## src/rtl/des_pkg.sv

```systemverilog
// Shared types, permutation tables, S-boxes and round functions of the DES core.
`default_nettype none

package des_pkg;

  localparam int NumRounds = 16;

  // One pipeline stage: direction and the two Feistel halves.
  typedef struct packed {
    logic        func;
    logic [31:0] l;
    logic [31:0] r;
  } stage_t;

  typedef logic [NumRounds-1:0][47:0] rkeys_t;

  localparam logic [6:0] IP_TAB [64] = '{
    7'd58, 7'd50, 7'd42, 7'd34, 7'd26, 7'd18, 7'd10, 7'd2,
    7'd60, 7'd52, 7'd44, 7'd36, 7'd28, 7'd20, 7'd12, 7'd4,
    7'd62, 7'd54, 7'd46, 7'd38, 7'd30, 7'd22, 7'd14, 7'd6,
    7'd64, 7'd56, 7'd48, 7'd40, 7'd32, 7'd24, 7'd16, 7'd8,
    7'd57, 7'd49, 7'd41, 7'd33, 7'd25, 7'd17, 7'd9,  7'd1,
    7'd59, 7'd51, 7'd43, 7'd35, 7'd27, 7'd19, 7'd11, 7'd3,
    7'd61, 7'd53, 7'd45, 7'd37, 7'd29, 7'd21, 7'd13, 7'd5,
    7'd63, 7'd55, 7'd47, 7'd39, 7'd31, 7'd23, 7'd15, 7'd7
  };

  localparam logic [6:0] FP_TAB [64] = '{
    7'd40, 7'd8, 7'd48, 7'd16, 7'd56, 7'd24, 7'd64, 7'd32,
    7'd39, 7'd7, 7'd47, 7'd15, 7'd55, 7'd23, 7'd63, 7'd31,
    7'd38, 7'd6, 7'd46, 7'd14, 7'd54, 7'd22, 7'd62, 7'd30,
    7'd37, 7'd5, 7'd45, 7'd13, 7'd53, 7'd21, 7'd61, 7'd29,
    7'd36, 7'd4, 7'd44, 7'd12, 7'd52, 7'd20, 7'd60, 7'd28,
    7'd35, 7'd3, 7'd43, 7'd11, 7'd51, 7'd19, 7'd59, 7'd27,
    7'd34, 7'd2, 7'd42, 7'd10, 7'd50, 7'd18, 7'd58, 7'd26,
    7'd33, 7'd1, 7'd41, 7'd9,  7'd49, 7'd17, 7'd57, 7'd25
  };

  localparam logic [5:0] E_TAB [48] = '{
    6'd32, 6'd1,  6'd2,  6'd3,  6'd4,  6'd5,  6'd4,  6'd5,  6'd6,  6'd7,  6'd8,  6'd9,
    6'd8,  6'd9,  6'd10, 6'd11, 6'd12, 6'd13, 6'd12, 6'd13, 6'd14, 6'd15, 6'd16, 6'd17,
    6'd16, 6'd17, 6'd18, 6'd19, 6'd20, 6'd21, 6'd20, 6'd21, 6'd22, 6'd23, 6'd24, 6'd25,
    6'd24, 6'd25, 6'd26, 6'd27, 6'd28, 6'd29, 6'd28, 6'd29, 6'd30, 6'd31, 6'd32, 6'd1
  };

  localparam logic [5:0] P_TAB [32] = '{
    6'd16, 6'd7,  6'd20, 6'd21, 6'd29, 6'd12, 6'd28, 6'd17,
    6'd1,  6'd15, 6'd23, 6'd26, 6'd5,  6'd18, 6'd31, 6'd10,
    6'd2,  6'd8,  6'd24, 6'd14, 6'd32, 6'd27, 6'd3,  6'd9,
    6'd19, 6'd13, 6'd30, 6'd6,  6'd22, 6'd11, 6'd4,  6'd25
  };

  localparam logic [6:0] PC1_TAB [56] = '{
    7'd57, 7'd49, 7'd41, 7'd33, 7'd25, 7'd17, 7'd9,  7'd1,  7'd58, 7'd50, 7'd42, 7'd34,
    7'd26, 7'd18, 7'd10, 7'd2,  7'd59, 7'd51, 7'd43, 7'd35, 7'd27, 7'd19, 7'd11, 7'd3,
    7'd60, 7'd52, 7'd44, 7'd36, 7'd63, 7'd55, 7'd47, 7'd39, 7'd31, 7'd23, 7'd15, 7'd7,
    7'd62, 7'd54, 7'd46, 7'd38, 7'd30, 7'd22, 7'd14, 7'd6,  7'd61, 7'd53, 7'd45, 7'd37,
    7'd29, 7'd21, 7'd13, 7'd5,  7'd28, 7'd20, 7'd12, 7'd4
  };

  localparam logic [5:0] PC2_TAB [48] = '{
    6'd14, 6'd17, 6'd11, 6'd24, 6'd1,  6'd5,  6'd3,  6'd28, 6'd15, 6'd6,  6'd21, 6'd10,
    6'd23, 6'd19, 6'd12, 6'd4,  6'd26, 6'd8,  6'd16, 6'd7,  6'd27, 6'd20, 6'd13, 6'd2,
    6'd41, 6'd52, 6'd31, 6'd37, 6'd47, 6'd55, 6'd30, 6'd40, 6'd51, 6'd45, 6'd33, 6'd48,
    6'd44, 6'd49, 6'd39, 6'd56, 6'd34, 6'd53, 6'd46, 6'd42, 6'd50, 6'd36, 6'd29, 6'd32
  };

  // Total left rotation of C and D after each round (running sum of the shifts).
  localparam logic [4:0] ROT_CUM [NumRounds] = '{
    5'd1, 5'd2, 5'd4, 5'd6, 5'd8, 5'd10, 5'd12, 5'd14,
    5'd15, 5'd17, 5'd19, 5'd21, 5'd23, 5'd25, 5'd27, 5'd28
  };

  localparam logic [3:0] SBOX [8][64] = '{
    '{4'd14,4'd4,4'd13,4'd1,4'd2,4'd15,4'd11,4'd8,4'd3,4'd10,4'd6,4'd12,4'd5,4'd9,4'd0,4'd7,
      4'd0,4'd15,4'd7,4'd4,4'd14,4'd2,4'd13,4'd1,4'd10,4'd6,4'd12,4'd11,4'd9,4'd5,4'd3,4'd8,
      4'd4,4'd1,4'd14,4'd8,4'd13,4'd6,4'd2,4'd11,4'd15,4'd12,4'd9,4'd7,4'd3,4'd10,4'd5,4'd0,
      4'd15,4'd12,4'd8,4'd2,4'd4,4'd9,4'd1,4'd7,4'd5,4'd11,4'd3,4'd14,4'd10,4'd0,4'd6,4'd13},
    '{4'd15,4'd1,4'd8,4'd14,4'd6,4'd11,4'd3,4'd4,4'd9,4'd7,4'd2,4'd13,4'd12,4'd0,4'd5,4'd10,
      4'd3,4'd13,4'd4,4'd7,4'd15,4'd2,4'd8,4'd14,4'd12,4'd0,4'd1,4'd10,4'd6,4'd9,4'd11,4'd5,
      4'd0,4'd14,4'd7,4'd11,4'd10,4'd4,4'd13,4'd1,4'd5,4'd8,4'd12,4'd6,4'd9,4'd3,4'd2,4'd15,
      4'd13,4'd8,4'd10,4'd1,4'd3,4'd15,4'd4,4'd2,4'd11,4'd6,4'd7,4'd12,4'd0,4'd5,4'd14,4'd9},
    '{4'd10,4'd0,4'd9,4'd14,4'd6,4'd3,4'd15,4'd5,4'd1,4'd13,4'd12,4'd7,4'd11,4'd4,4'd2,4'd8,
      4'd13,4'd7,4'd0,4'd9,4'd3,4'd4,4'd6,4'd10,4'd2,4'd8,4'd5,4'd14,4'd12,4'd11,4'd15,4'd1,
      4'd13,4'd6,4'd4,4'd9,4'd8,4'd15,4'd3,4'd0,4'd11,4'd1,4'd2,4'd12,4'd5,4'd10,4'd14,4'd7,
      4'd1,4'd10,4'd13,4'd0,4'd6,4'd9,4'd8,4'd7,4'd4,4'd15,4'd14,4'd3,4'd11,4'd5,4'd2,4'd12},
    '{4'd7,4'd13,4'd14,4'd3,4'd0,4'd6,4'd9,4'd10,4'd1,4'd2,4'd8,4'd5,4'd11,4'd12,4'd4,4'd15,
      4'd13,4'd8,4'd11,4'd5,4'd6,4'd15,4'd0,4'd3,4'd4,4'd7,4'd2,4'd12,4'd1,4'd10,4'd14,4'd9,
      4'd10,4'd6,4'd9,4'd0,4'd12,4'd11,4'd7,4'd13,4'd15,4'd1,4'd3,4'd14,4'd5,4'd2,4'd8,4'd4,
      4'd3,4'd15,4'd0,4'd6,4'd10,4'd1,4'd13,4'd8,4'd9,4'd4,4'd5,4'd11,4'd12,4'd7,4'd2,4'd14},
    '{4'd2,4'd12,4'd4,4'd1,4'd7,4'd10,4'd11,4'd6,4'd8,4'd5,4'd3,4'd15,4'd13,4'd0,4'd14,4'd9,
      4'd14,4'd11,4'd2,4'd12,4'd4,4'd7,4'd13,4'd1,4'd5,4'd0,4'd15,4'd10,4'd3,4'd9,4'd8,4'd6,
      4'd4,4'd2,4'd1,4'd11,4'd10,4'd13,4'd7,4'd8,4'd15,4'd9,4'd12,4'd5,4'd6,4'd3,4'd0,4'd14,
      4'd11,4'd8,4'd12,4'd7,4'd1,4'd14,4'd2,4'd13,4'd6,4'd15,4'd0,4'd9,4'd10,4'd4,4'd5,4'd3},
    '{4'd12,4'd1,4'd10,4'd15,4'd9,4'd2,4'd6,4'd8,4'd0,4'd13,4'd3,4'd4,4'd14,4'd7,4'd5,4'd11,
      4'd10,4'd15,4'd4,4'd2,4'd7,4'd12,4'd9,4'd5,4'd6,4'd1,4'd13,4'd14,4'd0,4'd11,4'd3,4'd8,
      4'd9,4'd14,4'd15,4'd5,4'd2,4'd8,4'd12,4'd3,4'd7,4'd0,4'd4,4'd10,4'd1,4'd13,4'd11,4'd6,
      4'd4,4'd3,4'd2,4'd12,4'd9,4'd5,4'd15,4'd10,4'd11,4'd14,4'd1,4'd7,4'd6,4'd0,4'd8,4'd13},
    '{4'd4,4'd11,4'd2,4'd14,4'd15,4'd0,4'd8,4'd13,4'd3,4'd12,4'd9,4'd7,4'd5,4'd10,4'd6,4'd1,
      4'd13,4'd0,4'd11,4'd7,4'd4,4'd9,4'd1,4'd10,4'd14,4'd3,4'd5,4'd12,4'd2,4'd15,4'd8,4'd6,
      4'd1,4'd4,4'd11,4'd13,4'd12,4'd3,4'd7,4'd14,4'd10,4'd15,4'd6,4'd8,4'd0,4'd5,4'd9,4'd2,
      4'd6,4'd11,4'd13,4'd8,4'd1,4'd4,4'd10,4'd7,4'd9,4'd5,4'd0,4'd15,4'd14,4'd2,4'd3,4'd12},
    '{4'd13,4'd2,4'd8,4'd4,4'd6,4'd15,4'd11,4'd1,4'd10,4'd9,4'd3,4'd14,4'd5,4'd0,4'd12,4'd7,
      4'd1,4'd15,4'd13,4'd8,4'd10,4'd3,4'd7,4'd4,4'd12,4'd5,4'd6,4'd11,4'd0,4'd14,4'd9,4'd2,
      4'd7,4'd11,4'd4,4'd1,4'd9,4'd12,4'd14,4'd2,4'd0,4'd6,4'd10,4'd13,4'd15,4'd3,4'd5,4'd8,
      4'd2,4'd1,4'd14,4'd7,4'd4,4'd10,4'd8,4'd13,4'd15,4'd12,4'd9,4'd0,4'd3,4'd5,4'd6,4'd11}
  };

  // Bit 1 in the tables is the most significant bit of the source word.
  function automatic logic [63:0] ip_perm(input logic [63:0] v);
    logic [63:0] res;
    for (int i = 0; i < 64; i++) begin
      res[63-i] = v[6'(7'd64 - IP_TAB[i])];
    end
    return res;
  endfunction

  function automatic logic [63:0] fp_perm(input logic [63:0] v);
    logic [63:0] res;
    for (int i = 0; i < 64; i++) begin
      res[63-i] = v[6'(7'd64 - FP_TAB[i])];
    end
    return res;
  endfunction

  function automatic logic [47:0] e_perm(input logic [31:0] v);
    logic [47:0] res;
    for (int i = 0; i < 48; i++) begin
      res[47-i] = v[5'(6'd32 - E_TAB[i])];
    end
    return res;
  endfunction

  function automatic logic [31:0] p_perm(input logic [31:0] v);
    logic [31:0] res;
    for (int i = 0; i < 32; i++) begin
      res[31-i] = v[5'(6'd32 - P_TAB[i])];
    end
    return res;
  endfunction

  function automatic logic [55:0] pc1_perm(input logic [63:0] v);
    logic [55:0] res;
    for (int i = 0; i < 56; i++) begin
      res[55-i] = v[6'(7'd64 - PC1_TAB[i])];
    end
    return res;
  endfunction

  function automatic logic [47:0] pc2_perm(input logic [55:0] v);
    logic [47:0] res;
    for (int i = 0; i < 48; i++) begin
      res[47-i] = v[6'(6'd56 - PC2_TAB[i])];
    end
    return res;
  endfunction

  function automatic logic [27:0] rotl28(input logic [27:0] x, input logic [4:0] s);
    return (x << s) | (x >> (5'd28 - s));
  endfunction

  // The round function f(R, K): expansion, key mix, S-boxes, P.
  function automatic logic [31:0] feistel(input logic [31:0] r, input logic [47:0] k);
    logic [47:0] x;
    logic [31:0] o;
    logic [5:0]  b;
    x = e_perm(r) ^ k;
    for (int j = 0; j < 8; j++) begin
      b = x[47-6*j -: 6];
      o[31-4*j -: 4] = SBOX[j][{b[5], b[0], b[4:1]}];
    end
    return p_perm(o);
  endfunction

endpackage

`default_nettype wire

```

## src/rtl/des_round.sv

```systemverilog
// One Feistel round followed by its pipeline register with valid and stall.
`default_nettype none

module des_round (
  input  wire logic            clk,
  input  wire logic            rst_n,
  input  wire logic            up_valid,
  output logic                 up_ready,
  input  wire des_pkg::stage_t up_data,
  input  wire logic [47:0]     key_enc,
  input  wire logic [47:0]     key_dec,
  output logic                 dn_valid,
  input  wire logic            dn_ready,
  output des_pkg::stage_t      dn_data
);

  logic            vld_r;
  des_pkg::stage_t data_r;
  des_pkg::stage_t data_nxt;
  logic [47:0]     key;

  assign key      = up_data.func ? key_dec : key_enc;
  assign up_ready = !vld_r || dn_ready;

  always_comb begin
    data_nxt.func = up_data.func;
    data_nxt.l    = up_data.r;
    data_nxt.r    = up_data.l ^ des_pkg::feistel(up_data.r, key);
  end

  always_ff @(posedge clk) begin
    if (!rst_n) begin
      vld_r <= 1'b0;
    end else if (up_ready) begin
      vld_r <= up_valid;
    end
  end

  always_ff @(posedge clk) begin
    if (up_ready && up_valid) begin
      data_r <= data_nxt;
    end
  end

  assign dn_valid = vld_r;
  assign dn_data  = data_r;

endmodule

`default_nettype wire
```

## config.mk

```make
export PLATFORM = sky130hd
export DESIGN_NAME = des_round
export DESIGN_NICKNAME = d
export VERILOG_FILES = /design/src/rtl/des_pkg.sv /design/src/rtl/des_round.sv
export SDC_FILE = /design/constraint.sdc
export NUM_CORES = 1
export LEC_CHECK = 0
export BUFFER_PORTS_ARGS = -buffer_cell sky130_fd_sc_hd__buf_2
export CORE_AREA = 10 10 155 157
export DETAILED_ROUTE_END_ITERATION = 12
export DIE_AREA = 0 0 165 167
export SETUP_SLACK_MARGIN = 0.02
export SLEW_MARGIN = 20
export SYNTH_ARGS = -nofsm -noshare
export SYNTH_HDL_FRONTEND = slang
export SYNTH_SLANG_ARGS = --single-unit
```

## constraint.sdc

```tcl
create_clock -name clk -period 11.4 [get_ports clk]
set_clock_uncertainty 0.05 [all_clocks]
set_input_delay 2.28 -clock clk [delete_from_list [all_inputs] [get_ports clk]]
set_output_delay 2.28 -clock clk [all_outputs]
set_load 0.005 [all_outputs]
```

==> metrics.yaml, run 1 <==
power_and_ir_drop:
  comb_power_share: 0.515
  total_leakage_power_nw: 4.229
  p_int_mw: 0.7740
  pwr-share-clk: 0.231
  p_per_area_nw_per_um2: 128.2
  power_switching_mw: 0.4927
  seq_power_share: 0.254
  switching_share: 0.3890
  peakVddDrop_mv: 0.06411
placement:
  dp_hpwl_microns: 17040
  place_congestion: 0.8572
  place_inst: 1344
  port_buffers: 231
min_path:
  min_delay_path_depth: 2
  worstHoldStart: "dn_valid"
  holdCritPathClass: "reg -> reg"
  whs_endpoint: "dn_valid"
logic_synthesis:
  synth_flop_cell: "edfxtp_1"
  synth_area_leaders: "edfxtp_1, mux2i_1, ha_1"
  synth_common_cells: "mux2i_1, xnor2_1, edfxtp_1"
  avgSynthCellArea_sq_um: 9.405
  syn-cell-area_sq_um: 8192
  postSynthCellCount: 871
  ys_types: 65
  seq_area_frac_synth: 0.2407
  async_flop_share: 0
  synth_top_area_frac: 0.2383
  yosysTopAreaCell: "edfxtp_1"
  synth.most_common_cell: "mux2i_1"
  syn_nets: 1098
  synth_edf_count: 65
  yosys_warnings: 0
  ys_seq_elements: 66
sta:
  rsz0062_at_grt: "false"
  worst_pin_slew_ns: 1.077
  fin_crit_sh: 0.5028
  max_freq_mhz: 174.5
  hold_viol_final: 0
  setup_viol: 0
  fin_crit_ns: 5.732
  drv_slew: 0
  slew_headroom: 0.2785
  setup-tns-final_ns: 0
die:
  initial_utilization: 0.3934
  io_pins: 232
  dieArea_sq_um: 27560
  die_x_microns: 165
  placeableCoreArea_sq_um: 20820
  rows: 53
  die_y_microns: 167
cells_and_area:
  drive_gt1_frac: 0.2903
  fin_util: 0.4746
  final_cells: 1360
  antenna_cells: 0
  syn_to_final_growth_pct: 20.64
  nets: 1307
global_routing:
  grtUsageTotal: 0.1593
  grt.overflow.total: 0
  grt_max_degree: 66
  grt_pass1_vias: 7144
  grt_antenna_before_repair: 0
  grt_pass1_wl_microns: 36870
critical_path:
  crit_start: "up_data[64]"
  critical_path_required_ns: 11.43
  rr_worst_depth: 2
  arrival_ns: 5.76
  start_kind: "input port"
  r2r-start: "dn_valid"
  critPathKind: "in -> reg"
  reg2reg_to: "dn_data[24]"
  rrSetupSlack_ns: 9.73
  cp-end-kind: "register"
  critical_path.max_fanout: 49
route:
  wirelength_microns: 23000
  vias: 7278
  dr.pass1.iters: 5
  drt-wirelength-per-cell_microns: 16.91
  routed_via_density: 5.351
  drt-initial-drc-count: 529
  detail-route-antenna-nets: 0
  drcViolationCount: 0
clock_network:
  cts_tree: "built"
  clock-sinks: 66
  clock_latency_ns: 0.34
  cts_resized: 0
  numCtsBuffers: 9
  cts_buffer_depth: 2
  clk_pin_slew_worst_paths_ns: 0.06
  htreeDepth: 3
  root_buffer: "clkbuf_16"
  cts_setup_buffers: 0
  cts-hold-fix-buffers: 0
job:
  cap_violations: 0
run_status:
  status: "complete, no violations"
## logic make-up (layout without fill, tap and decap cells)
group                    Yosys count  in the layout  synth area share
buffers and inverters             86            300           0.04933
XOR/XNOR                         126            126            0.1498
AO/OA/AOI/OAI                    207            207            0.1778
AND/OR/NAND/NOR                  208            208            0.1161
adder cells (fa/ha/maj)           62             62           0.09470
multiplexers                     116            116            0.1715
flip-flops                        66             66            0.2407
## per-stage QoR
stage | power, mW | cell area [sq um] | hold slack, ns | setup WS, ns
after detailed placement | 0.9751 | 9555 | 0.4723 | 5.327
after global placement | 0.9708 | 9555 | 0.4677 | 5.398
after floorplan | 0.8059 | 8192 | 0.4866 | 6.173
after CTS | 1.282 | 9859 | 0.4817 | 5.689
final | 1.267 | 9882 | 0.4832 | 5.668
after global routing | 1.367 | 9882 | 0.5245 | 5.374
## layout make-up
class                      count  area (sq um)
clock buffer                  10         239.0
clock inverter                 6         65.06
fill                        2006         10940
inverter                      38         142.6
multi-input combinational    719          5848
sequential                    66          1972
tap                          275         344.1
timing repair buffer         246          1271
## power by group through the flow
| stage | clock, mW | combinational (mW) | sequential (mW) |
|---|---|---|---|
| 3_5_place_dp | 0 | 0.648 | 0.327 |
| 4_1_cts | 0.309 | 0.651 | 0.322 |
| 2_1_floorplan | 0 | 0.474 | 0.332 |
| 5_1_grt | 0.315 | 0.727 | 0.325 |
| 6_report | 0.293 | 0.653 | 0.321 |
| 3_3_place_gp | 0 | 0.645 | 0.326 |
## worst max-delay path by stage
stage,to
after detailed placement,dn_data[2]
after global placement,dn_data[2]
final,dn_data[20]
after global routing,dn_data[20]
after CTS,dn_data[2]
after floorplan,dn_data[6]
## metal layers
| metal | wire length [microns] | global-route usage | vias to the layer above |
|---|---|---|---|
| met2 | 10970 | 0.2552 | 248 |
| met3 | 1512 | 0.03205 | 17 |
| li1 | - | - | 3669 |
| met4 | 363 | 0.05239 | 0 |
| met1 | 10150 | 0.2081 | 3344 |
| met5 | 0 | 0 | - |
## worst max-delay path: stages
cell       delay [ns]
buf_4            0.71
mux2i_1          0.21
xnor2_1          0.81
inv_1            0.37
ha_1             0.36
nor2_1           0.17
mux2i_1          0.09
a2111oi_0        0.39
a31oi_1          0.08
o31ai_1          0.12
xnor2_1          0.09
## sequential cells by signal, summed over array words and instances (netlist names)
signal,count
dn_valid,1
dn_data,65
## layout by cell type (no fill, tap or decap), drive strengths merged, types with 5 or more instances in the layout
| cell type | instances |
|---|---|
| buf | 246 |
| mux2i | 96 |
| xnor2 | 85 |
| edfxtp | 65 |
| nor2 | 62 |
| ha | 62 |
| nand2 | 56 |
| xor2 | 41 |
| inv | 38 |
| o21ai | 36 |
| a21oi | 30 |
| nand3 | 27 |
| nor3 | 25 |
| a211oi | 23 |
| a31oi | 20 |
| o211ai | 18 |
| mux4 | 14 |
| clkbuf | 10 |
| nand2b | 9 |
| a311oi | 9 |
| a2111oi | 9 |
| o31ai | 8 |
| and2 | 8 |
| a221oi | 8 |
| o22ai | 6 |
| mux2 | 6 |
| or3 | 6 |
| o311ai | 6 |
| and3 | 5 |
| o221ai | 5 |
| a211o | 5 |
(Power assumes the default switching activity.)
==> run 2, diff against run 1 <==
clock period = 5.4 ns   (was 11.4 ns; I/O delays follow)
==> metrics.yaml, run 2 (same netlist as run 1, synthesis figures left out) <==
sta:
  drv_slew: 0  # unchanged
  worst_pin_slew_ns: 1.089  # was 1.077 ns
  slew_headroom: 0.2713  # was 0.2785
  max_freq_mhz: 241.2
  rsz0062_at_grt: "false"  # unchanged
  hold_viol_final: 0  # unchanged
  fin_crit_sh: 0.7677
  fin_crit_ns: 4.146
  final_critical_path_setup_slack_ns: 1.254  # was 5.668 ns
  setup-tns-final_ns: 0  # unchanged
  timing.hold.ws_ns: 0.4858  # was 0.4832 ns
  setup_viol: 0  # unchanged
die:
  die_y_microns: 167  # unchanged
  rows: 53  # unchanged
  dieArea_sq_um: 27560  # unchanged
  placeableCoreArea_sq_um: 20820  # unchanged
  initial_utilization: 0.3934  # unchanged
  io_pins: 232  # unchanged
  die_x_microns: 165  # unchanged
critical_path:
  critPathKind: "in -> reg"  # unchanged
  r2r-start: "dn_valid"  # unchanged
  arrival_ns: 4.18  # was 5.76 ns
  crit_chain: "buf_4, buf_12, mux2i_1, xnor2_1, inv_1, ha_1, mux4_2, a211oi_1, a31oi_1, xor2_1"  # was buf_4, mux2i_1, xnor2_1, inv_1, ha_1, nor2_1, mux2i_1, a2111oi_0, a31oi_1, o31ai_1, xnor2_1
  critical_path.max_fanout: 30  # was 49
  critical_path_required_ns: 5.43  # was 11.43 ns
  cpMaxStageDelayCell: "xnor2_1"  # unchanged
  crit_start: "up_data[64]"  # unchanged
  cp-end-kind: "register"  # unchanged
  start_kind: "input port"  # unchanged
  max_stage_delay_ns: 0.66  # was 0.81 ns
placement:
  place_congestion: 0.8803  # was 0.8572
  place_ws_ns: 0.8546  # was 5.327 ns
  place_inst: 1354  # was 1344
  port_buffers: 231  # unchanged
  dp_hpwl_microns: 17330  # was 17040 microns
min_path:
  worstHoldStart: "dn_valid"  # unchanged
  holdCritPathClass: "reg -> reg"  # unchanged
route:
  drt-wirelength-per-cell_microns: 16.90  # was 16.91 microns
  drt-initial-drc-count: 438  # was 529
  vias: 7349  # was 7278
  wirelength_microns: 23180  # was 23000 microns
  routed_via_density: 5.360  # was 5.351
  drcViolationCount: 0  # unchanged
  dr.pass1.iters: 5  # unchanged
  detail-route-antenna-nets: 0  # unchanged
cells_and_area:
  syn_to_final_growth_pct: 21.29  # was 20.64%
  final_cell_mix: "buf_2, mux2i_1, xnor2_1"  # unchanged
  fillers: 2014  # was 2006
  nets: 1317  # was 1307
  final_cells: 1371  # was 1360
  final_common_cell: "buf_2"  # unchanged
  largest_reg_flops: 65  # unchanged
  drive_gt1_frac: 0.2941  # was 0.2903
clock_network:
  clock_latency_ns: 0.33  # was 0.34 ns
  cts_setup_buffers: 0  # unchanged
  numCtsBuffers: 9  # unchanged
  clock-sinks: 66  # unchanged
  root_buffer: "clkbuf_16"  # unchanged
  cts-hold-fix-buffers: 0  # unchanged
  htreeDepth: 3  # unchanged
  cts_resized: 0  # unchanged
  clk_pin_slew_worst_paths_ns: 0.06  # about the same
  cts_tree: "built"  # unchanged
  cts_buffer_depth: 2  # unchanged
global_routing:
  grt_pass1_vias: 7128  # was 7144
  grt_pass1_wl_microns: 36790  # was 36870 microns
  grt_antenna_before_repair: 0  # unchanged
  grt_max_degree: 66  # unchanged
  grtUsageTotal: 0.1605  # was 0.1593
  grt.overflow.total: 0  # unchanged
power_and_ir_drop:
  total_leakage_power_nw: 4.271  # was 4.229 nW
  p_per_area_nw_per_um2: 264.9  # was 128.2 nW/um^2
  peakVddDrop_mv: 0.1283  # was 0.06411 mV
job:
  cap_violations: 0  # unchanged
run_status:
  status: "complete, no violations"  # unchanged
-- run 2: critical path: cells and delay by family --
| kind | cells | cell delay (ns) |
|---|---|---|
| buffers and inverters | 3 | 0.99 |
| XOR/XNOR | 2 | 0.84 |
| AO/OA/AOI/OAI | 2 | 0.32 |
| adder cells (fa/ha/maj) | 1 | 0.32 |
| multiplexers | 2 | 0.61 |
-- run 2: worst paths after layout --
check	endpoint	slack, ns	cells past startpoint
setup / recovery	dn_data[13]	1.25	10
hold / removal	dn_valid	0.49	2
setup reg to reg	dn_data[33]	3.73	2
hold reg to reg	dn_valid	0.49	2
-- run 2: cell type report --
type                       instances  area, sq um  share of cell area
multi-input combinational        719         5841              0.5878
sequential                        66         1972              0.1985
timing repair buffer             256         1359              0.1368
tap                              275        344.1             0.03463
clock buffer                      13        260.3             0.02619
inverter                          38        142.6             0.01436
clock inverter                     3        15.01            0.001511
antenna                            1        2.502           0.0002519
-- run 2: stage by stage --
stage	total power, mW	util	instance area, sq um
2_1_floorplan	1.701	-	8192
3_3_place_gp	2.062	0.4631	9643
3_5_place_dp	2.068	0.4631	9643
4_1_cts	2.659	0.4763	9918
5_1_grt	2.839	0.4770	9933
6_report	2.632	0.4772	9936
-- run 2: layer usage --
layer / vias up / global-route usage / part of all wire
met3: 14 / 0.03304 / 0.070
met5: - / 0 / 0
met1: 3415 / 0.2104 / 0.44
met2: 226 / 0.2610 / 0.48
met4: 0 / 0.04160 / 0.011
li1: 3694 / - / -
-- run 2: power breakdown --
group / internal, mW / total [mW] / switching [mW] / leakage [nW]
clock: 0.335 / 0.572 / 0.237 / 0.139
sequential: 0.664 / 0.681 / 0.0176 / 0.637
combinational: 0.610 / 1.38 / 0.768 / 3.49
