--- src/rtl/des_pkg.sv ---
// Shared types, permutation tables, S-boxes and round functions of the DES core.
`default_nettype none

package des_pkg;

  localparam int NumRounds = 16;

  // One pipeline stage: direction and the two Feistel halves.
  typedef struct packed {
    logic        func;
    logic [31:0] l;
    logic [31:0] r;
  } stage_t;

  typedef logic [NumRounds-1:0][47:0] rkeys_t;

  localparam logic [6:0] IP_TAB [64] = '{
    7'd58, 7'd50, 7'd42, 7'd34, 7'd26, 7'd18, 7'd10, 7'd2,
    7'd60, 7'd52, 7'd44, 7'd36, 7'd28, 7'd20, 7'd12, 7'd4,
    7'd62, 7'd54, 7'd46, 7'd38, 7'd30, 7'd22, 7'd14, 7'd6,
    7'd64, 7'd56, 7'd48, 7'd40, 7'd32, 7'd24, 7'd16, 7'd8,
    7'd57, 7'd49, 7'd41, 7'd33, 7'd25, 7'd17, 7'd9,  7'd1,
    7'd59, 7'd51, 7'd43, 7'd35, 7'd27, 7'd19, 7'd11, 7'd3,
    7'd61, 7'd53, 7'd45, 7'd37, 7'd29, 7'd21, 7'd13, 7'd5,
    7'd63, 7'd55, 7'd47, 7'd39, 7'd31, 7'd23, 7'd15, 7'd7
  };

  localparam logic [6:0] FP_TAB [64] = '{
    7'd40, 7'd8, 7'd48, 7'd16, 7'd56, 7'd24, 7'd64, 7'd32,
    7'd39, 7'd7, 7'd47, 7'd15, 7'd55, 7'd23, 7'd63, 7'd31,
    7'd38, 7'd6, 7'd46, 7'd14, 7'd54, 7'd22, 7'd62, 7'd30,
    7'd37, 7'd5, 7'd45, 7'd13, 7'd53, 7'd21, 7'd61, 7'd29,
    7'd36, 7'd4, 7'd44, 7'd12, 7'd52, 7'd20, 7'd60, 7'd28,
    7'd35, 7'd3, 7'd43, 7'd11, 7'd51, 7'd19, 7'd59, 7'd27,
    7'd34, 7'd2, 7'd42, 7'd10, 7'd50, 7'd18, 7'd58, 7'd26,
    7'd33, 7'd1, 7'd41, 7'd9,  7'd49, 7'd17, 7'd57, 7'd25
  };

  localparam logic [5:0] E_TAB [48] = '{
    6'd32, 6'd1,  6'd2,  6'd3,  6'd4,  6'd5,  6'd4,  6'd5,  6'd6,  6'd7,  6'd8,  6'd9,
    6'd8,  6'd9,  6'd10, 6'd11, 6'd12, 6'd13, 6'd12, 6'd13, 6'd14, 6'd15, 6'd16, 6'd17,
    6'd16, 6'd17, 6'd18, 6'd19, 6'd20, 6'd21, 6'd20, 6'd21, 6'd22, 6'd23, 6'd24, 6'd25,
    6'd24, 6'd25, 6'd26, 6'd27, 6'd28, 6'd29, 6'd28, 6'd29, 6'd30, 6'd31, 6'd32, 6'd1
  };

  localparam logic [5:0] P_TAB [32] = '{
    6'd16, 6'd7,  6'd20, 6'd21, 6'd29, 6'd12, 6'd28, 6'd17,
    6'd1,  6'd15, 6'd23, 6'd26, 6'd5,  6'd18, 6'd31, 6'd10,
    6'd2,  6'd8,  6'd24, 6'd14, 6'd32, 6'd27, 6'd3,  6'd9,
    6'd19, 6'd13, 6'd30, 6'd6,  6'd22, 6'd11, 6'd4,  6'd25
  };

  localparam logic [6:0] PC1_TAB [56] = '{
    7'd57, 7'd49, 7'd41, 7'd33, 7'd25, 7'd17, 7'd9,  7'd1,  7'd58, 7'd50, 7'd42, 7'd34,
    7'd26, 7'd18, 7'd10, 7'd2,  7'd59, 7'd51, 7'd43, 7'd35, 7'd27, 7'd19, 7'd11, 7'd3,
    7'd60, 7'd52, 7'd44, 7'd36, 7'd63, 7'd55, 7'd47, 7'd39, 7'd31, 7'd23, 7'd15, 7'd7,
    7'd62, 7'd54, 7'd46, 7'd38, 7'd30, 7'd22, 7'd14, 7'd6,  7'd61, 7'd53, 7'd45, 7'd37,
    7'd29, 7'd21, 7'd13, 7'd5,  7'd28, 7'd20, 7'd12, 7'd4
  };

  localparam logic [5:0] PC2_TAB [48] = '{
    6'd14, 6'd17, 6'd11, 6'd24, 6'd1,  6'd5,  6'd3,  6'd28, 6'd15, 6'd6,  6'd21, 6'd10,
    6'd23, 6'd19, 6'd12, 6'd4,  6'd26, 6'd8,  6'd16, 6'd7,  6'd27, 6'd20, 6'd13, 6'd2,
    6'd41, 6'd52, 6'd31, 6'd37, 6'd47, 6'd55, 6'd30, 6'd40, 6'd51, 6'd45, 6'd33, 6'd48,
    6'd44, 6'd49, 6'd39, 6'd56, 6'd34, 6'd53, 6'd46, 6'd42, 6'd50, 6'd36, 6'd29, 6'd32
  };

  // Total left rotation of C and D after each round (running sum of the shifts).
  localparam logic [4:0] ROT_CUM [NumRounds] = '{
    5'd1, 5'd2, 5'd4, 5'd6, 5'd8, 5'd10, 5'd12, 5'd14,
    5'd15, 5'd17, 5'd19, 5'd21, 5'd23, 5'd25, 5'd27, 5'd28
  };

  localparam logic [3:0] SBOX [8][64] = '{
    '{4'd14,4'd4,4'd13,4'd1,4'd2,4'd15,4'd11,4'd8,4'd3,4'd10,4'd6,4'd12,4'd5,4'd9,4'd0,4'd7,
      4'd0,4'd15,4'd7,4'd4,4'd14,4'd2,4'd13,4'd1,4'd10,4'd6,4'd12,4'd11,4'd9,4'd5,4'd3,4'd8,
      4'd4,4'd1,4'd14,4'd8,4'd13,4'd6,4'd2,4'd11,4'd15,4'd12,4'd9,4'd7,4'd3,4'd10,4'd5,4'd0,
      4'd15,4'd12,4'd8,4'd2,4'd4,4'd9,4'd1,4'd7,4'd5,4'd11,4'd3,4'd14,4'd10,4'd0,4'd6,4'd13},
    '{4'd15,4'd1,4'd8,4'd14,4'd6,4'd11,4'd3,4'd4,4'd9,4'd7,4'd2,4'd13,4'd12,4'd0,4'd5,4'd10,
      4'd3,4'd13,4'd4,4'd7,4'd15,4'd2,4'd8,4'd14,4'd12,4'd0,4'd1,4'd10,4'd6,4'd9,4'd11,4'd5,
      4'd0,4'd14,4'd7,4'd11,4'd10,4'd4,4'd13,4'd1,4'd5,4'd8,4'd12,4'd6,4'd9,4'd3,4'd2,4'd15,
      4'd13,4'd8,4'd10,4'd1,4'd3,4'd15,4'd4,4'd2,4'd11,4'd6,4'd7,4'd12,4'd0,4'd5,4'd14,4'd9},
    '{4'd10,4'd0,4'd9,4'd14,4'd6,4'd3,4'd15,4'd5,4'd1,4'd13,4'd12,4'd7,4'd11,4'd4,4'd2,4'd8,
      4'd13,4'd7,4'd0,4'd9,4'd3,4'd4,4'd6,4'd10,4'd2,4'd8,4'd5,4'd14,4'd12,4'd11,4'd15,4'd1,
      4'd13,4'd6,4'd4,4'd9,4'd8,4'd15,4'd3,4'd0,4'd11,4'd1,4'd2,4'd12,4'd5,4'd10,4'd14,4'd7,
      4'd1,4'd10,4'd13,4'd0,4'd6,4'd9,4'd8,4'd7,4'd4,4'd15,4'd14,4'd3,4'd11,4'd5,4'd2,4'd12},
    '{4'd7,4'd13,4'd14,4'd3,4'd0,4'd6,4'd9,4'd10,4'd1,4'd2,4'd8,4'd5,4'd11,4'd12,4'd4,4'd15,
      4'd13,4'd8,4'd11,4'd5,4'd6,4'd15,4'd0,4'd3,4'd4,4'd7,4'd2,4'd12,4'd1,4'd10,4'd14,4'd9,
      4'd10,4'd6,4'd9,4'd0,4'd12,4'd11,4'd7,4'd13,4'd15,4'd1,4'd3,4'd14,4'd5,4'd2,4'd8,4'd4,
      4'd3,4'd15,4'd0,4'd6,4'd10,4'd1,4'd13,4'd8,4'd9,4'd4,4'd5,4'd11,4'd12,4'd7,4'd2,4'd14},
    '{4'd2,4'd12,4'd4,4'd1,4'd7,4'd10,4'd11,4'd6,4'd8,4'd5,4'd3,4'd15,4'd13,4'd0,4'd14,4'd9,
      4'd14,4'd11,4'd2,4'd12,4'd4,4'd7,4'd13,4'd1,4'd5,4'd0,4'd15,4'd10,4'd3,4'd9,4'd8,4'd6,
      4'd4,4'd2,4'd1,4'd11,4'd10,4'd13,4'd7,4'd8,4'd15,4'd9,4'd12,4'd5,4'd6,4'd3,4'd0,4'd14,
      4'd11,4'd8,4'd12,4'd7,4'd1,4'd14,4'd2,4'd13,4'd6,4'd15,4'd0,4'd9,4'd10,4'd4,4'd5,4'd3},
    '{4'd12,4'd1,4'd10,4'd15,4'd9,4'd2,4'd6,4'd8,4'd0,4'd13,4'd3,4'd4,4'd14,4'd7,4'd5,4'd11,
      4'd10,4'd15,4'd4,4'd2,4'd7,4'd12,4'd9,4'd5,4'd6,4'd1,4'd13,4'd14,4'd0,4'd11,4'd3,4'd8,
      4'd9,4'd14,4'd15,4'd5,4'd2,4'd8,4'd12,4'd3,4'd7,4'd0,4'd4,4'd10,4'd1,4'd13,4'd11,4'd6,
      4'd4,4'd3,4'd2,4'd12,4'd9,4'd5,4'd15,4'd10,4'd11,4'd14,4'd1,4'd7,4'd6,4'd0,4'd8,4'd13},
    '{4'd4,4'd11,4'd2,4'd14,4'd15,4'd0,4'd8,4'd13,4'd3,4'd12,4'd9,4'd7,4'd5,4'd10,4'd6,4'd1,
      4'd13,4'd0,4'd11,4'd7,4'd4,4'd9,4'd1,4'd10,4'd14,4'd3,4'd5,4'd12,4'd2,4'd15,4'd8,4'd6,
      4'd1,4'd4,4'd11,4'd13,4'd12,4'd3,4'd7,4'd14,4'd10,4'd15,4'd6,4'd8,4'd0,4'd5,4'd9,4'd2,
      4'd6,4'd11,4'd13,4'd8,4'd1,4'd4,4'd10,4'd7,4'd9,4'd5,4'd0,4'd15,4'd14,4'd2,4'd3,4'd12},
    '{4'd13,4'd2,4'd8,4'd4,4'd6,4'd15,4'd11,4'd1,4'd10,4'd9,4'd3,4'd14,4'd5,4'd0,4'd12,4'd7,
      4'd1,4'd15,4'd13,4'd8,4'd10,4'd3,4'd7,4'd4,4'd12,4'd5,4'd6,4'd11,4'd0,4'd14,4'd9,4'd2,
      4'd7,4'd11,4'd4,4'd1,4'd9,4'd12,4'd14,4'd2,4'd0,4'd6,4'd10,4'd13,4'd15,4'd3,4'd5,4'd8,
      4'd2,4'd1,4'd14,4'd7,4'd4,4'd10,4'd8,4'd13,4'd15,4'd12,4'd9,4'd0,4'd3,4'd5,4'd6,4'd11}
  };

  // Bit 1 in the tables is the most significant bit of the source word.
  function automatic logic [63:0] ip_perm(input logic [63:0] v);
    logic [63:0] res;
    for (int i = 0; i < 64; i++) begin
      res[63-i] = v[6'(7'd64 - IP_TAB[i])];
    end
    return res;
  endfunction

  function automatic logic [63:0] fp_perm(input logic [63:0] v);
    logic [63:0] res;
    for (int i = 0; i < 64; i++) begin
      res[63-i] = v[6'(7'd64 - FP_TAB[i])];
    end
    return res;
  endfunction

  function automatic logic [47:0] e_perm(input logic [31:0] v);
    logic [47:0] res;
    for (int i = 0; i < 48; i++) begin
      res[47-i] = v[5'(6'd32 - E_TAB[i])];
    end
    return res;
  endfunction

  function automatic logic [31:0] p_perm(input logic [31:0] v);
    logic [31:0] res;
    for (int i = 0; i < 32; i++) begin
      res[31-i] = v[5'(6'd32 - P_TAB[i])];
    end
    return res;
  endfunction

  function automatic logic [55:0] pc1_perm(input logic [63:0] v);
    logic [55:0] res;
    for (int i = 0; i < 56; i++) begin
      res[55-i] = v[6'(7'd64 - PC1_TAB[i])];
    end
    return res;
  endfunction

  function automatic logic [47:0] pc2_perm(input logic [55:0] v);
    logic [47:0] res;
    for (int i = 0; i < 48; i++) begin
      res[47-i] = v[6'(6'd56 - PC2_TAB[i])];
    end
    return res;
  endfunction

  function automatic logic [27:0] rotl28(input logic [27:0] x, input logic [4:0] s);
    return (x << s) | (x >> (5'd28 - s));
  endfunction

  // The round function f(R, K): expansion, key mix, S-boxes, P.
  function automatic logic [31:0] feistel(input logic [31:0] r, input logic [47:0] k);
    logic [47:0] x;
    logic [31:0] o;
    logic [5:0]  b;
    x = e_perm(r) ^ k;
    for (int j = 0; j < 8; j++) begin
      b = x[47-6*j -: 6];
      o[31-4*j -: 4] = SBOX[j][{b[5], b[0], b[4:1]}];
    end
    return p_perm(o);
  endfunction

endpackage

`default_nettype wire

--- src/rtl/des_key_sched.sv ---
// Key register and the sixteen round keys derived from it.
`default_nettype none

module des_key_sched (
  input  wire logic           clk,
  input  wire logic           rst_n,
  input  wire logic           cfg_we,
  input  wire logic [63:0]    cfg_wdata,
  output des_pkg::rkeys_t     round_keys
);

  logic [63:0] key_r;
  logic [55:0] cd;

  always_ff @(posedge clk) begin
    if (!rst_n) begin
      key_r <= '0;
    end else if (cfg_we) begin
      key_r <= cfg_wdata;
    end
  end

  // PC-1, rotations and PC-2 are pure wiring, so the schedule follows the key at once.
  always_comb begin
    cd = des_pkg::pc1_perm(key_r);
    for (int i = 0; i < des_pkg::NumRounds; i++) begin
      round_keys[i] = des_pkg::pc2_perm({des_pkg::rotl28(cd[55:28], des_pkg::ROT_CUM[i]),
                                         des_pkg::rotl28(cd[27:0], des_pkg::ROT_CUM[i])});
    end
  end

endmodule

`default_nettype wire

--- config.mk ---
export PLATFORM = sky130hd
export DESIGN_NAME = des_key_sched
export DESIGN_NICKNAME = d
export VERILOG_FILES = /design/src/rtl/des_pkg.sv /design/src/rtl/des_key_sched.sv
export SDC_FILE = /design/constraint.sdc
export NUM_CORES = 1
export LEC_CHECK = 0
export ABC_AREA = 1
export BUFFER_PORTS_ARGS = -buffer_cell sky130_fd_sc_hd__buf_2
export CORE_AREA = 2 2 323 325
export CTS_CLUSTER_SIZE = 20
export DETAILED_ROUTE_END_ITERATION = 10
export DIE_AREA = 0 0 325 327
export PLACE_DENSITY = 0.36
export SYNTH_ARGS = -nofsm -noshare
export SYNTH_HDL_FRONTEND = slang
export SYNTH_SLANG_ARGS = --single-unit
--- constraint.sdc ---
create_clock -name clk -period 1.7 [get_ports clk]
set_input_delay 0.085 -clock clk [delete_from_list [all_inputs] [get_ports clk]]
set_output_delay 0.085 -clock clk [all_outputs]
set_load 0.1 [all_outputs]
==> key figures, run 1 <==
Placed design
  – Placed cells: 2597
  – Port Buf Inserts: 826
  – RePlAce Congestion: 0.615
  – DPL Wire Length: 23600 um

Timing
  – Fin Hold WS: 0.0843 ns
  – Post-route minimum period: 1.65 ns
  – Fin crit share: 97.0%
  – Worst-Margin Slew: 0.528 ns
  – Final Max Tran Viols: 0
  – Final Hold Vio Count: 0
  – Clock Skew: 0 ns
  – Final setup TNS: 0 ns
  – Normalized max-slew margin: 64.8%
  – Fmax achieved: 0.606 GHz
  – RSZ-0062 raised after global routing: true
  – Final setup viols: 0

Clock network
  – Worst-path clk slew: 0.10 ns
  – TritonCTS Buffers: 5
  – CTS Sinks: 56
  – Clock buffer depth: 2
  – Clock Latency Late Sink: 0.36 ns
  – Root Driver: clkbuf_16
  – CTS tree: built
  – H-tree depth: 2

Routing
  – Wire length per cell: 10.6 um
  – Routed via count: 5785
  – Detailed Routing Iterations Pass 1: 4
  – Number of routed nets with antenna violations: 0
  – Initial DRC Count: 163
  – Vias per cell: 2.17
  – # DRC: 0
  – Total Wirelength: 28300 um

Critical path
  – Crit path max-delay family: flip-flops
  – WP data required: 1.62 ns
  – Critical-path top delay cell: dfxtp_1
  – CP arrival: 1.56 ns
  – Worst Path Class, Setup: reg2out
  – Crit-path cells: buf_2
  – Crit-path max cell delay: 0.66 ns
  – Crit path max fanout: 14
  – CP startpoint kind: flip-flop
  – Crit end category: primary output
  – Bufs and invs on worst path: 1

Power
  – Leak: 0.00654 uW
  – Total power: 15300 uW
  – Combinational share of power: 79.7%
  – Clk network pwr share: 10.0%
  – P per Cell Area: 1270 nW/um^2
  – Switch share: 72.5%
  – Internal Power: 4220 uW
  – Switch Pwr: 11100 uW
  – Seq pwr share: 10.3%
  – Peak VDD IR: 0.000526 V

Floorplan
  – Core area: 103000 um^2
  – Initial core utilization: 7.39%
  – Die area: 106000 um^2
  – Die height: 327 um
  – Die Wd: 325 um
  – Cell Rows: 118
  – I/O pins: 835

Synth
  – Register area share after synthesis: 14.7%
  – Syn Nets: 1133
  – Mean Syn Cell Area: 7.14 um^2
  – Seq cells post-synth: 56
  – Ys Warns: 0
  – Cells after synthesis: 1066
  – Cell area after synthesis: 7610 um^2
  – Yosys cell types: 7

Layout
  – # nets final: 1346
  – Synth-to-Final Area Change: 58.6%
  – Most frequent cells in the layout: buf_2, buf_12, nor2_1, nand2_1, buf_4
  – Most common cell after layout, fill and taps aside: buf_2
  – Top flop regs: key_r x56
  – Max reg flops: 56
  – Top reg by flops: key_r
  – Share of cells above drive strength 1: 69.8%
  – Non-Filler Instances: 2663
  – Fill count: 11900

Global route
  – GRT overflow: 0
  – Initial antenna violation count: 4
  – Largest net degree at the start of global routing: 55
  – First-pass GRT wire length: 36700 um
  – Vias in the first global route: 4754
  – Global Route Usage Sum: 4.91%

Min path
  – Hold Path Class: in2reg

Status
  – Outcome: finished, final reports clean

Job
  – Max-Cap Viols: 0
per-layer routing:
layer | vias up | track usage, % | part of all wire, %
li1 | 2854 | - | -
met3 | 7 | 1.83 | 8.0
met4 | 0 | 1.12 | 0.88
met1 | 2509 | 6.06 | 43
met5 | - | 0 | 0
met2 | 415 | 8.10 | 48
synth_stat cells:
cell | instances | share of area [%]
clkbuf_1 | 1 | 0.049
inv_1 | 56 | 2.8
buf_2 | 16 | 1.1
buf_4 | 713 | 70
dfxtp_1 | 56 | 15
nand2_1 | 112 | 5.5
nor2_1 | 112 | 5.5
timing repair:
action                                  4_1_cts  5_1_grt
hold endpoints to repair                     54        0
endpoints found under the setup margin       75      100
setup buffers                                 0        0
hold buffers                                 55        0
gates resized for setup                      32       43
worst paths after layout:
| path | start | to | slack [ns] | depth (start not counted) |
|---|---|---|---|---|
| max | key_r[50] | round_keys[253] | 0.05 | 1 |
| min | cfg_wdata[46] | key_r[46] | 0.08 | 5 |
| max reg2reg | key_r[38] | key_r[38] | 0.72 | 3 |
| min reg2reg | key_r[21] | key_r[21] | 0.47 | 2 |
power groups by stage:
stage / combinational (uW) / sequential (uW) / clock (uW)
after CTS: 12300 / 1570 / 1750
after floorplan: 10300 / 2350 / 0
after global routing: 12500 / 1600 / 1760
final: 12200 / 1570 / 1540
after global placement: 12200 / 1600 / 0
after detailed placement: 12100 / 1600 / 0
area by class of cell:
type	count	area (um^2)	share of cell area, %
repair buffers	936	7970	66.1
flip-flops and latches	56	1130	9.34
multi-input cells	224	841	6.97
well taps	1380	1730	14.3
diodes	3	7.51	0.0622
inverters	56	210	1.74
clock inverters	1	30.0	0.249
clock buffers	7	153	1.26
tightest hold or removal path, cell delays in order:
cell     delay [ns]
buf_2          0.10
inv_1          0.04
nand2_1        0.07
nand2_1        0.07
nor2_1         0.03
through the flow:
stage	worst slack, ns	area, um^2	utilization [%]
6_report	0.0512	12100	11.7
5_1_grt	-0.0371	12100	11.7
4_1_cts	-0.0645	12000	11.6
3_5_place_dp	0.388	11100	10.8
3_3_place_gp	0.416	11100	10.8
2_1_floorplan	0.00740	7610	-
cells by family after synthesis:
kind of cell / Yosys count / synth area share [%]
buffers and inverters: 786 / 74.2
AND/OR/NAND/NOR: 224 / 11.1
flip-flops: 56 / 14.7
(Power assumes the default switching activity.)
==> run 2, diff against run 1 <==
--- a/config.mk
+++ b/config.mk
@@ -12,5 +12,5 @@
 export DETAILED_ROUTE_END_ITERATION = 10
 export DIE_AREA = 0 0 325 327
-export PLACE_DENSITY = 0.36
+export PLACE_DENSITY = 0.3
 export SYNTH_ARGS = -nofsm -noshare
 export SYNTH_HDL_FRONTEND = slang
==> constraint.sdc (replaced) <==
create_clock -name clk -period 1.7 [get_ports clk]
set_input_delay 0.34 -clock clk [delete_from_list [all_inputs] [get_ports clk]]
set_output_delay 0.34 -clock clk [all_outputs]
set_load 0.1 [all_outputs]
==> key figures, run 2 (same netlist as run 1, synthesis figures left out) <==
Placed design
  – DPL Wire Length: 24600 um (was 23600 um)
  – Placed cells: 2572 (was 2597)
  – Placed cell areas: 12000 um^2 (was 11100 um^2)
  – Post-Place Setup Slack: 0.309 ns (was 0.388 ns)
  – Port Buf Inserts: 826 (unchanged)
  – RePlAce Congestion: 0.625 (was 0.615)

Critical path
  – Worst Path Class, Setup: reg2out (unchanged)
  – FF-to-FF End: key_r[62] (was key_r[38])
  – Worst R2R Start: key_r[62] (was key_r[38])
  – Crit end category: primary output (unchanged)
  – Crit path max fanout: 14 (unchanged)
  – Reg2reg path depth: 3 (unchanged)
  – Crit-path max cell delay: 0.48 ns (was 0.66 ns)
  – CP startpoint kind: flip-flop (unchanged)
  – WP data required: 1.36 ns (was 1.62 ns)
  – Bufs and invs on worst path: 1 (unchanged)
  – CP arrival: 1.32 ns (was 1.56 ns)
  – Critical-path top delay cell: dfxtp_2 (was dfxtp_1)
  – Crit-path cells: buf_2 (unchanged)
  – Crit path max-delay family: flip-flops (unchanged)
  – R2r setup slk: 0.79 ns (was 0.72 ns)

Floorplan
  – I/O pins: 835 (unchanged)
  – Initial core utilization: 7.39% (unchanged)
  – Die height: 327 um (unchanged)
  – Die Wd: 325 um (unchanged)
  – Die area: 106000 um^2 (unchanged)
  – Cell Rows: 118 (unchanged)
  – Core area: 103000 um^2 (unchanged)

Layout
  – Reg area: 1240 um^2 (was 1130 um^2)
  – Top reg by flops: key_r (unchanged)
  – Finished Cell Area: 13500 um^2 (was 12100 um^2)
  – Fill count: 11700 (was 11900)
  – Most frequent cells in the layout: buf_4, buf_12, clkbuf_4 (was buf_2, buf_12, nor2_1, nand2_1, buf_4)
  – Non-Filler Instances: 2581 (was 2663)
  – Max reg flops: 56 (unchanged)
  – Multi-input gate area: 841 um^2 (unchanged)
  – Top flop regs: key_r x56 (unchanged)
  – # nets final: 1266 (was 1346)
  – Final Core Density: 13.1% (was 11.7%)
  – Most common cell after layout, fill and taps aside: buf_4 (was buf_2)
  – Synth-to-Final Area Change: 77.2% (was 58.6%)
  – Share of cells above drive strength 1: 76.6% (was 69.8%)

Global route
  – Largest net degree at the start of global routing: 57 (was 55)
  – Global Route Usage Sum: 5.10% (was 4.91%)
  – Vias in the first global route: 4855 (was 4754)
  – Initial antenna violation count: 1 (was 4)
  – GRT overflow: 0 (unchanged)
  – First-pass GRT wire length: 38500 um (was 36700 um)

Timing
  – Final setup TNS: 0 ns (unchanged)
  – Fmax achieved: 0.604 GHz (was 0.606 GHz)
  – Final Max Tran Viols: 0 (unchanged)
  – RSZ-0062 raised after global routing: true (unchanged)
  – Final setup margin: 0.0446 ns (was 0.0512 ns)
  – Worst-Margin Slew: 0.489 ns (was 0.528 ns)
  – Normalized max-slew margin: 67.6% (was 64.8%)
  – Final setup viols: 0 (unchanged)
  – Post-route minimum period: 1.66 ns (was 1.65 ns)
  – Fin crit share: 97.4% (was 97.0%)
  – Final Hold Vio Count: 0 (unchanged)
  – Clock Skew: 0 ns (unchanged)

Min path
  – Hold Path End: key_r[53] (was key_r[46])
  – Hold Path Class: in2reg (unchanged)
  – Hold_sp: cfg_wdata[53] (was cfg_wdata[46])
  – Min-Delay Path Depth: 5 (unchanged)

Routing
  – Routed via count: 5548 (was 5785)
  – # DRC: 0 (unchanged)
  – Wire length per cell: 11.5 um (was 10.6 um)
  – Vias per cell: 2.15 (was 2.17)
  – Met2 WL: 14500 um (was 13600 um)
  – Total Wirelength: 29700 um (was 28300 um)
  – Routed length on met3: 2410 um (was 2250 um)
  – Met1 wire length: 12600 um (was 12200 um)
  – Initial DRC Count: 122 (was 163)
  – Max Used Layer: met4 (unchanged)
  – Number of routed nets with antenna violations: 0 (unchanged)
  – Detailed Routing Iterations Pass 1: 4 (unchanged)

Clock network
  – Worst-path clk slew: 0.11 ns (was 0.10 ns)
  – TritonCTS Buffers: 5 (unchanged)
  – Root Driver: clkbuf_16 (unchanged)
  – CTS Hold Bufs: 0 (was 55)
  – Clock buffer depth: 2 (unchanged)
  – CTS Sinks: 56 (unchanged)
  – H-tree depth: 2 (unchanged)
  – CTS tree: built (unchanged)
  – Postcts setup bufs: 0 (unchanged)
  – Clock Latency Late Sink: 0.35 ns (was 0.36 ns)
  – Resize count post-CTS: 338 (was 32)

Power
  – Peak VDD IR: 0.000443 V (was 0.000526 V)
  – Leak: 0.00655 uW (was 0.00654 uW)
  – P per Cell Area: 1170 nW/um^2 (was 1270 nW/um^2)

Status
  – Outcome: finished, final reports clean (unchanged)

Job
  – Max-Cap Viols: 0 (unchanged)
-- run 2: cell types whose count changed in the layout (fill, tap and decap cells not counted), moves of 2 or more --
cell and delta:
diode_2 -2, dfxtp_2 +33, dfxtp_1 -51, buf_12 +69, dlygate4sd3_1 -55, clkbuf_4 +75
clkbuf_8 -2, buf_4 +318, buf_2 -488, dfxtp_4 +18
-- run 2: report_power, final --
part | switching, uW | internal, uW
clock network | 758 | 560
registers | 330 | 1410
logic | 10100 | 2600
-- run 2: through the flow --
stage	total power (uW)	hold WS, ns
finish	15800	0.254
global route	16200	0.231
CTS	15900	0.202
detailed placement	14100	0.484
global placement	14200	0.482
floorplan	12700	0.521
-- run 2: layout make-up --
class                   instances  area share (%)
well taps                    1380            12.8
clock buffers                   6           0.956
repair buffers                856            69.1
diodes                          1          0.0186
flip-flops and latches         56            9.17
inverters                      56            1.56
clock inverters                 2           0.121
multi-input cells             224            6.24
-- run 2: how the worst max path moves through the flow --
stage / startpoint / end / slack (ns) / depth (start not counted)
final: key_r[35] / round_keys[67] / 0.04 / 1
after global routing: key_r[35] / round_keys[391] / -0.05 / 1
after CTS: key_r[11] / round_keys[691] / -0.13 / 1
after detailed placement: key_r[47] / round_keys[80] / 0.31 / 1
after global placement: key_r[11] / round_keys[691] / 0.33 / 1
after floorplan: key_r[11] / round_keys[100] / 0.19 / 1
-- run 2: routing by layer --
metal | global-route usage (%) | vias up
met5 | 0 | -
met4 | 1.03 | 0
met3 | 1.94 | 7
met2 | 8.42 | 414
met1 | 6.30 | 2435
li1 | - | 2692
